File: src/rtl/ssld_pkg.sv
// Shared types, constants and the byte send order for the display link driver.
// No dependencies.
package ssld_pkg;

	localparam int DIGITS_DEF = 6;   // digit bytes sent per frame
	localparam int DIGITS_MAX = 8;
	localparam int IN_DIGITS  = 6;   // digit fields on the input beat
	localparam int ADDR_W     = 3;
	localparam int DATA_W     = 32;

	// item kinds
	localparam logic [1:0] KIND_TICK  = 2'd0;
	localparam logic [1:0] KIND_CTRL  = 2'd1;
	localparam logic [1:0] KIND_FRAME = 2'd2;

	// register indexes (paddr[2])
	localparam logic REG_BRIGHTNESS = 1'b0;
	localparam logic REG_DISPLAY_ON = 1'b1;

	localparam logic [7:0] CMD_CTRL   = 8'h80;
	localparam logic [7:0] CTRL_ON    = 8'h08;
	localparam logic [7:0] CMD_DATA   = 8'h40;
	localparam logic [7:0] CMD_ADDR   = 8'hC0;
	localparam logic [2:0] BRIGHT_RST = 3'd7;

	typedef logic [7:0] seg_t;

	typedef struct packed {
		logic [2:0] brightness;
		logic       display_on;
	} cfg_t;

	typedef struct packed {
		logic clock_line;
		logic data_line;
		logic busy;
		logic done;
	} res_t;

	// digit position sent in slot k
	function automatic logic [2:0] send_pos(input int k);
		logic [2:0] pos;
		case (k)
			0: pos = 3'd2;
			1: pos = 3'd1;
			2: pos = 3'd0;
			3: pos = 3'd5;
			4: pos = 3'd4;
			5: pos = 3'd3;
			6: pos = 3'd6;
			default: pos = 3'd7;
		endcase
		return pos;
	endfunction

endpackage

File: src/rtl/ssld_cfg.sv
// APB register block: brightness and display enable.
// Depends on ssld_pkg.
module ssld_cfg
	import ssld_pkg::*;
(
	input  logic              clk,
	input  logic              arst_n,
	input  logic              psel,
	input  logic              penable,
	input  logic              pwrite,
	input  logic [ADDR_W-1:0] paddr,
	input  logic [DATA_W-1:0] pwdata,
	input  logic              pready,
	output logic [DATA_W-1:0] prdata,
	output cfg_t              cfg
);

	logic [2:0] brightness_q;
	logic       display_on_q;
	logic       wr_en;

	assign wr_en = psel & penable & pwrite & pready;

	always_ff @(posedge clk or negedge arst_n) begin
		if (!arst_n) begin
			brightness_q <= BRIGHT_RST;
			display_on_q <= 1'b1;
		end else if (wr_en) begin
			case (paddr[2])
				REG_BRIGHTNESS: brightness_q <= pwdata[2:0];
				REG_DISPLAY_ON: display_on_q <= pwdata[0];
				default: ;
			endcase
		end
	end

	always_comb begin
		case (paddr[2])
			REG_DISPLAY_ON: prdata = {{(DATA_W-1){1'b0}}, display_on_q};
			default:        prdata = {{(DATA_W-3){1'b0}}, brightness_q};
		endcase
	end

	assign cfg.brightness = brightness_q;
	assign cfg.display_on = display_on_q;

endmodule

File: src/rtl/ssld_seq.sv
// Link sequencer: frame store, bit shifter and phase state, one phase per tick.
// Depends on ssld_pkg.
module ssld_seq
	import ssld_pkg::*;
#(
	parameter int DIGITS = DIGITS_DEF
) (
	input  logic       clk,
	input  logic       arst_n,
	input  logic       step_en,
	input  logic [1:0] kind,
	input  seg_t       digits [IN_DIGITS],
	input  cfg_t       cfg,
	output res_t       res
);

	localparam int BYTE_W = $clog2(DIGITS + 1);
	localparam int IDX_W  = (DIGITS > 1) ? $clog2(DIGITS) : 1;

	typedef enum logic [7:0] {
		ST_IDLE    = 8'b0000_0001,
		ST_START_A = 8'b0000_0010,
		ST_BYTE_A  = 8'b0000_0100,
		ST_STOP_A  = 8'b0000_1000,
		ST_START_B = 8'b0001_0000,
		ST_ADDR    = 8'b0010_0000,
		ST_DATA    = 8'b0100_0000,
		ST_STOP_B  = 8'b1000_0000
	} stage_t;

	stage_t            stage_q, stage_d;
	logic [1:0]        phase_q, phase_d;
	logic [3:0]        bit_q, bit_d;
	logic [BYTE_W-1:0] byte_q, byte_d, byte_nx;
	logic              req_q, req_d;
	logic [7:0]        shift_q, shift_d;
	logic              clk_lvl_q, clk_lvl_d;
	logic              dat_lvl_q, dat_lvl_d;
	logic              busy, unit_end, done, frame_we;

	// frame held in send order, so slot k goes out k-th
	seg_t slot_q   [DIGITS];
	seg_t slot_new [DIGITS];

	for (genvar k = 0; k < DIGITS; k++) begin : g_slot
		localparam logic [2:0] POS = send_pos(k);
		if (int'(POS) < IN_DIGITS) begin : g_in
			assign slot_new[k] = digits[POS];
		end else begin : g_zero
			assign slot_new[k] = '0;
		end
	end

	assign busy    = (stage_q != ST_IDLE);
	assign byte_nx = byte_q + 1'b1;

	always_comb begin
		stage_d   = stage_q;
		phase_d   = phase_q;
		bit_d     = bit_q;
		byte_d    = byte_q;
		req_d     = req_q;
		shift_d   = shift_q;
		clk_lvl_d = clk_lvl_q;
		dat_lvl_d = dat_lvl_q;
		unit_end  = 1'b0;
		done      = 1'b0;
		frame_we  = 1'b0;

		if (step_en) begin
			case (kind)
				KIND_TICK: begin
					if (busy) begin
						case (stage_q)
							ST_START_A, ST_START_B: begin
								case (phase_q)
									2'd0: begin
										clk_lvl_d = 1'b1;
										dat_lvl_d = 1'b1;
									end
									2'd1: dat_lvl_d = 1'b0;
									default: begin
										clk_lvl_d = 1'b0;
										unit_end  = 1'b1;
									end
								endcase
							end
							ST_STOP_A, ST_STOP_B: begin
								case (phase_q)
									2'd0: begin
										clk_lvl_d = 1'b0;
										dat_lvl_d = 1'b0;
									end
									2'd1: clk_lvl_d = 1'b1;
									default: begin
										dat_lvl_d = 1'b1;
										unit_end  = 1'b1;
									end
								endcase
							end
							default: begin
								if (!bit_q[3]) begin
									// data bit, LSB first
									case (phase_q)
										2'd0: clk_lvl_d = 1'b0;
										2'd1: dat_lvl_d = shift_q[0];
										default: begin
											clk_lvl_d = 1'b1;
											shift_d   = {1'b0, shift_q[7:1]};
											bit_d     = bit_q + 4'd1;
										end
									endcase
								end else begin
									// acknowledge slot, driven low
									case (phase_q)
										2'd0: begin
											clk_lvl_d = 1'b0;
											dat_lvl_d = 1'b0;
										end
										2'd1: clk_lvl_d = 1'b1;
										default: begin
											clk_lvl_d = 1'b0;
											unit_end  = 1'b1;
										end
									endcase
								end
							end
						endcase

						phase_d = phase_q[1] ? 2'd0 : phase_q + 2'd1;

						if (unit_end) begin
							bit_d = '0;
							case (stage_q)
								ST_START_A: stage_d = ST_BYTE_A;
								ST_BYTE_A:  stage_d = ST_STOP_A;
								ST_STOP_A: begin
									if (req_q) begin
										stage_d = ST_START_B;
									end else begin
										stage_d = ST_IDLE;
										done    = 1'b1;
									end
								end
								ST_START_B: begin
									stage_d = ST_ADDR;
									shift_d = CMD_ADDR;
								end
								ST_ADDR: begin
									stage_d = ST_DATA;
									byte_d  = '0;
									shift_d = slot_q[0];
								end
								ST_DATA: begin
									byte_d = byte_nx;
									if (byte_nx < BYTE_W'(DIGITS)) begin
										shift_d = slot_q[byte_nx[IDX_W-1:0]];
									end else begin
										stage_d = ST_STOP_B;
									end
								end
								default: begin
									stage_d = ST_IDLE;
									done    = 1'b1;
								end
							endcase
						end
					end
				end
				KIND_CTRL: begin
					if (!busy) begin
						req_d   = 1'b0;
						shift_d = CMD_CTRL | (cfg.display_on ? CTRL_ON : 8'h00)
							| {5'd0, cfg.brightness};
						phase_d = '0;
						bit_d   = '0;
						byte_d  = '0;
						stage_d = ST_START_A;
					end
				end
				KIND_FRAME: begin
					if (!busy) begin
						frame_we = 1'b1;
						req_d    = 1'b1;
						shift_d  = CMD_DATA;
						phase_d  = '0;
						bit_d    = '0;
						byte_d   = '0;
						stage_d  = ST_START_A;
					end
				end
				default: ;
			endcase
		end
	end

	always_ff @(posedge clk or negedge arst_n) begin
		if (!arst_n) begin
			stage_q   <= ST_IDLE;
			phase_q   <= '0;
			bit_q     <= '0;
			byte_q    <= '0;
			req_q     <= 1'b0;
			shift_q   <= '0;
			clk_lvl_q <= 1'b1;
			dat_lvl_q <= 1'b1;
		end else begin
			stage_q   <= stage_d;
			phase_q   <= phase_d;
			bit_q     <= bit_d;
			byte_q    <= byte_d;
			req_q     <= req_d;
			shift_q   <= shift_d;
			clk_lvl_q <= clk_lvl_d;
			dat_lvl_q <= dat_lvl_d;
		end
	end

	always_ff @(posedge clk) begin
		if (frame_we) begin
			for (int k = 0; k < DIGITS; k++) begin
				slot_q[k] <= slot_new[k];
			end
		end
	end

	assign res.clock_line = clk_lvl_d;
	assign res.data_line  = dat_lvl_d;
	assign res.busy       = (stage_d != ST_IDLE);
	assign res.done       = done;

endmodule

File: src/rtl/seven_segment_serial_link_driver.sv
// Two-wire LED display link driver: one pin-level phase per tick beat.
// A beat passes through the input register stage and then the result register,
// where out_valid marks its result. Throughput: one beat per cycle unless the output
// is stalled; each beat is one pass of the phase sequencer.
// Reset (arst_n low, async): pipeline empty, sequencer idle with its pin levels high,
// brightness 7, display enabled.
module seven_segment_serial_link_driver
	import ssld_pkg::*;
#(
	parameter int DIGITS = DIGITS_DEF
) (
	input  logic              clk,
	input  logic              arst_n,
	// input beats
	input  logic              in_valid,
	output logic              in_stall,
	input  logic [1:0]        kind,
	input  logic [7:0]        digit_0,
	input  logic [7:0]        digit_1,
	input  logic [7:0]        digit_2,
	input  logic [7:0]        digit_3,
	input  logic [7:0]        digit_4,
	input  logic [7:0]        digit_5,
	// result beats
	output logic              out_valid,
	input  logic              out_stall,
	output logic              clock_line,
	output logic              data_line,
	output logic              busy_res,
	output logic              transfer_done,
	// register port
	input  logic              psel,
	input  logic              penable,
	input  logic              pwrite,
	input  logic [ADDR_W-1:0] paddr,
	input  logic [DATA_W-1:0] pwdata,
	output logic [DATA_W-1:0] prdata,
	output logic              pready
);

	// Input register stage
	logic       valid_s1;
	logic [1:0] kind_s1;
	seg_t       digit_s1 [IN_DIGITS];

	// Result register stage
	logic valid_s2;
	res_t res_s2;

	cfg_t cfg;
	res_t res_nx;
	logic adv;       // stage 1 may hand its beat on
	logic in_take;

	// Result slot frees when empty or being taken this cycle.
	assign adv      = !valid_s2 || !out_stall;
	assign in_stall = valid_s1 && !adv;
	assign in_take  = in_valid && !in_stall;
	assign pready   = 1'b1;

	always_ff @(posedge clk or negedge arst_n) begin
		if (!arst_n) begin
			valid_s1 <= 1'b0;
		end else if (!in_stall) begin
			valid_s1 <= in_valid;
		end
	end

	// payload: no reset
	always_ff @(posedge clk) begin
		if (in_take) begin
			kind_s1     <= kind;
			digit_s1[0] <= digit_0;
			digit_s1[1] <= digit_1;
			digit_s1[2] <= digit_2;
			digit_s1[3] <= digit_3;
			digit_s1[4] <= digit_4;
			digit_s1[5] <= digit_5;
		end
	end

	ssld_cfg u_cfg (
		.clk     (clk),
		.arst_n  (arst_n),
		.psel    (psel),
		.penable (penable),
		.pwrite  (pwrite),
		.paddr   (paddr),
		.pwdata  (pwdata),
		.pready  (pready),
		.prdata  (prdata),
		.cfg     (cfg)
	);

	// Sequencer state moves only when a beat passes into the result register.
	ssld_seq #(
		.DIGITS (DIGITS)
	) u_seq (
		.clk     (clk),
		.arst_n  (arst_n),
		.step_en (valid_s1 && adv),
		.kind    (kind_s1),
		.digits  (digit_s1),
		.cfg     (cfg),
		.res     (res_nx)
	);

	always_ff @(posedge clk or negedge arst_n) begin
		if (!arst_n) begin
			valid_s2 <= 1'b0;
		end else if (adv) begin
			valid_s2 <= valid_s1;
		end
	end

	always_ff @(posedge clk) begin
		if (valid_s1 && adv) begin
			res_s2 <= res_nx;
		end
	end

	assign out_valid     = valid_s2;
	assign clock_line    = res_s2.clock_line;
	assign data_line     = res_s2.data_line;
	assign busy_res      = res_s2.busy;
	assign transfer_done = res_s2.done;

endmodule

File: config.mk
export PLATFORM = sky130hd
export DESIGN_NAME = seven_segment_serial_link_driver
export DESIGN_NICKNAME = d
export VERILOG_FILES = /design/src/rtl/ssld_pkg.sv /design/src/rtl/ssld_cfg.sv /design/src/rtl/ssld_seq.sv /design/src/rtl/seven_segment_serial_link_driver.sv
export SDC_FILE = /design/constraint.sdc
export NUM_CORES = 1
export LEC_CHECK = 0
export BUFFER_PORTS_ARGS = -buffer_cell sky130_fd_sc_hd__clkbuf_2
export CORE_ASPECT_RATIO = 1.1
export CORE_UTILIZATION = 57
export CTS_BUF_LIST = sky130_fd_sc_hd__clkbuf_8
export DETAILED_ROUTE_END_ITERATION = 6
export PLACE_DENSITY = 0.82
export SLEW_MARGIN = 20
export SYNTH_ARGS = -nofsm -noshare
export SYNTH_HDL_FRONTEND = slang
export SYNTH_HIERARCHICAL = 1
export SYNTH_SLANG_ARGS = --single-unit
File: constraint.sdc
create_clock -name clk -period 4.1 [get_ports clk]
set_clock_uncertainty 0.05 [all_clocks]
set_input_delay 0.41 -clock clk [delete_from_list [all_inputs] [get_ports clk]]
set_output_delay 0.41 -clock clk [all_outputs]
set_load 0.01 [all_outputs]
==> impl_metrics.toml <==
[outcome]
status = "completed"

[global_routing]
grt_pass1_vias = 3749
grt_max_degree = 51
antenna_found_initial = 0
grt_pass1_wl_mm = 17.4
grt_overflow_total = 0
track_usage_pct = 20.7

[die]
fp-row-count = 39
start_util_pct = 59.1
dieArea_um2 = 11300
fp.dieH_um = 111
io_pins = 131
core_um2 = 10500
chipWidth_um = 101

[clock_tree]
postCtsHoldBufs = 0
cts_htree_levels = 4
tritoncts = "yes"
cts_made_buffers = 17
cts_max_path_buffers = 2
clk_pin_slew_ps = 80
postCtsSetupBuffers = 0
clock_latency_ps = 440
cts_resized = 0
cts_root_buf = "clkbuf_8"
clock_sinks = 136

[worst_setup_path]
cp_top_family = "simple AND/OR/NAND/NOR gates"
crit_path_end_kind = "register"
cp_slowest_stage_delay_ps = 660
crit_path_top_delay_cell = "or4_4"
crit_fanout = 10
path_cells = "or4_4, nor4_4, o311ai_2, a21o_1, o2bb2ai_2, a2111oi_2, nand4bb_1"
critPathRequiredTime_ps = 4210
startpoint_type = "register"
path_buf_inv = 0
cp.arrival_ps = 3340
critical_path_class = "register to register"

[sta]
hold_violations = 0
rsz0062_at_grt = "no"
slew_violations = 0
report.final.setup_viol = 0
period_minus_slack_ps = 3230
worst_slack_ps = 871
worst_pin_slew_ps = 991
fin_crit_sh_pct = 78.8
fmax_mhz = 310
slew_headroom_pct = 33.4
tns_ps = 0

[detailed_routing]
first_pass_iters = 5
wirelength_mm = 10.7
drt_iter0_drc = 238
via_per_inst = 5.51
num_vias = 3824
ant_nets = 0
wl_per_cell_um = 15.5
drc = 0

[power]
finalPower_mw = 3.38
vdd_drop_max_mv = 0.311
power.density_nw_per_um2 = 485
leakage_nw = 2.67

[layout]
num_antenna_cells = 0
fin_util_pct = 66.5
drive_gt1_share_pct = 27.4
areaGrowthSynthToFinish_pct = 12.4
nNetsFinal = 636

[synthesis]
syn-instance-count = 468
synthFlopType = "edfxtp_1"
yosys.area.top_type_share_pct = 49.4
synth_edf_count = 102
ys_seq_elements = 136
synth_area_leaders = "edfxtp_1 49%, dfrtp_1 11%, buf_4 4.2%"
avgSynthCellArea_um2 = 13.3
yosysSeqAreaShare_pct = 63.2
synth-async-reset-ratio_pct = 25.0
syn-cell-area_um2 = 6200
synth_cell_types = 67
yosys_warnings = 6
synth.largest_area_cell = "edfxtp_1"

[placed_design]
post-place-ws_ps = 910
gp_congestion = 0.859
dp_hpwl_mm = 7.40
io_buffer_count = 69

[run]
max_cap_violations = 0

[hold_path]
hold_path_class = "primary input to async pin"
routing by layer:
metal | share of wire (%) | GRT usage, % | wire length [µm] | vias up
li1 | - | - | - | 1826
met1 | 39 | 23.2 | 4180 | 1821
met2 | 53 | 36.9 | 5710 | 156
met3 | 6.1 | 5.52 | 650 | 21
met4 | 1.8 | 8.70 | 191 | 0
met5 | 0 | 0 | 0 | -
worst reg2reg max path, delay by kind of cell, from the launching register on:
kind | cells | cell delay, ps
compound gates | 4 | 1090
flops | 1 | 480
simple gates | 3 | 1340
cell usage in the layout (no fill, tap or decap), types with 4 or more instances in the layout:
| cell | netlist | routed |
|---|---|---|
| ha_1 | 6 | 6 |
| dfstp_2 | 7 | 7 |
| clkbuf_8 | 0 | 17 |
| nor2_1 | 30 | 30 |
| buf_4 | 35 | 8 |
| dfrtp_1 | 27 | 27 |
| mux4_2 | 8 | 8 |
| inv_1 | 14 | 15 |
| o21ai_1 | 4 | 4 |
| nor4_1 | 5 | 5 |
| o211ai_1 | 5 | 5 |
| nor3_1 | 6 | 6 |
| mux2i_1 | 17 | 17 |
| o21ai_0 | 32 | 32 |
| nand2b_1 | 6 | 6 |
| conb_1 | 2 | 31 |
| nand2_1 | 35 | 35 |
| clkbuf_2 | 0 | 69 |
| mux2_2 | 4 | 4 |
| or4_1 | 4 | 4 |
| a21oi_1 | 13 | 13 |
| a22oi_1 | 6 | 6 |
| nand3_1 | 12 | 12 |
| xnor2_1 | 5 | 5 |
| edfxtp_1 | 102 | 102 |
| inv_6 | 0 | 4 |
state kept, by name (all words and copies together), names as in the netlist, 2 cells and up:
register,flops
u_cfg/brightness_q,3
u_seq/phase_q,2
u_seq/shift_q,8
digit_s1,48
kind_s1,2
u_seq/stage_q,8
u_seq/byte_q,3
u_seq/slot_q,48
u_seq/bit_q,4
through the flow:
| stage | instance area, µm² | hold WS, ps | instances |
|---|---|---|---|
| after detailed placement | 6550 | 355 | 662 |
| after floorplan | 6310 | 64.4 | 497 |
| after global placement | 6550 | 352 | 662 |
| final | 6970 | 13.1 | 694 |
| after global routing | 6970 | 59.8 | 694 |
| after CTS | 6970 | 15.4 | 694 |
Yosys cell counts (4+ instances only):
cell type / count
o21ai_0: 32
o21ai_1: 4
clkbuf_1: 13
nor4_1: 5
nand2b_1: 6
dfrtp_1: 27
ha_1: 6
or4_1: 4
nand3_1: 12
inv_1: 14
nand2_1: 35
a22oi_1: 6
dfstp_2: 7
a21oi_1: 13
o211ai_1: 5
buf_4: 35
nor3_1: 6
edfxtp_1: 102
mux2i_1: 17
mux4_2: 8
xnor2_1: 5
nor2_1: 30
mux2_2: 4
report_power, final:
part / total [mW] / switching (mW) / leakage (nW) / internal (mW)
logic: 0.509 / 0.294 / 1.07 / 0.215
clock network: 1.16 / 0.543 / 0.218 / 0.617
registers: 1.71 / 0.104 / 1.38 / 1.60
cells by family after synthesis:
| kind of cell | share of synthesized area [%] |
|---|---|
| flip-flops | 63.2 |
| adder cells (fa/ha/maj) | 1.21 |
| AO/OA/AOI/OAI | 9.76 |
| XOR/XNOR | 0.706 |
| AND/OR/NAND/NOR | 11.1 |
| multiplexers | 7.28 |
| other | 0.121 |
| buffers and inverters | 6.60 |
final cells by class:
type                       instances  area, µm²
timing repair buffer              77        405
multi-input combinational        292       1990
tap                              143        179
inverter                          14       52.6
sequential                       136       3920
fill                             765       3520
clock buffer                      17        234
clock inverter                    15        189
worst paths after layout:
| check | cells after the start | start | slack (ps) | to |
|---|---|---|---|---|
| max | 7 | u_seq/stage_q[2] | 870 | busy_res |
| max in group asynchronous | 1 | arst_n | 3450 | u_seq/shift_q[5] |
| min reg2reg | 0 | digit_s1[6] | 370 | u_seq/slot_q[3][6] |
| min | 1 | arst_n | 10 | u_seq/stage_q[3] |
| max reg2reg | 7 | u_seq/stage_q[2] | 870 | busy_res |
| min in group clk | 1 | digit_4[4] | 90 | digit_s1[12] |
Power figures use the tool's default switching activity.
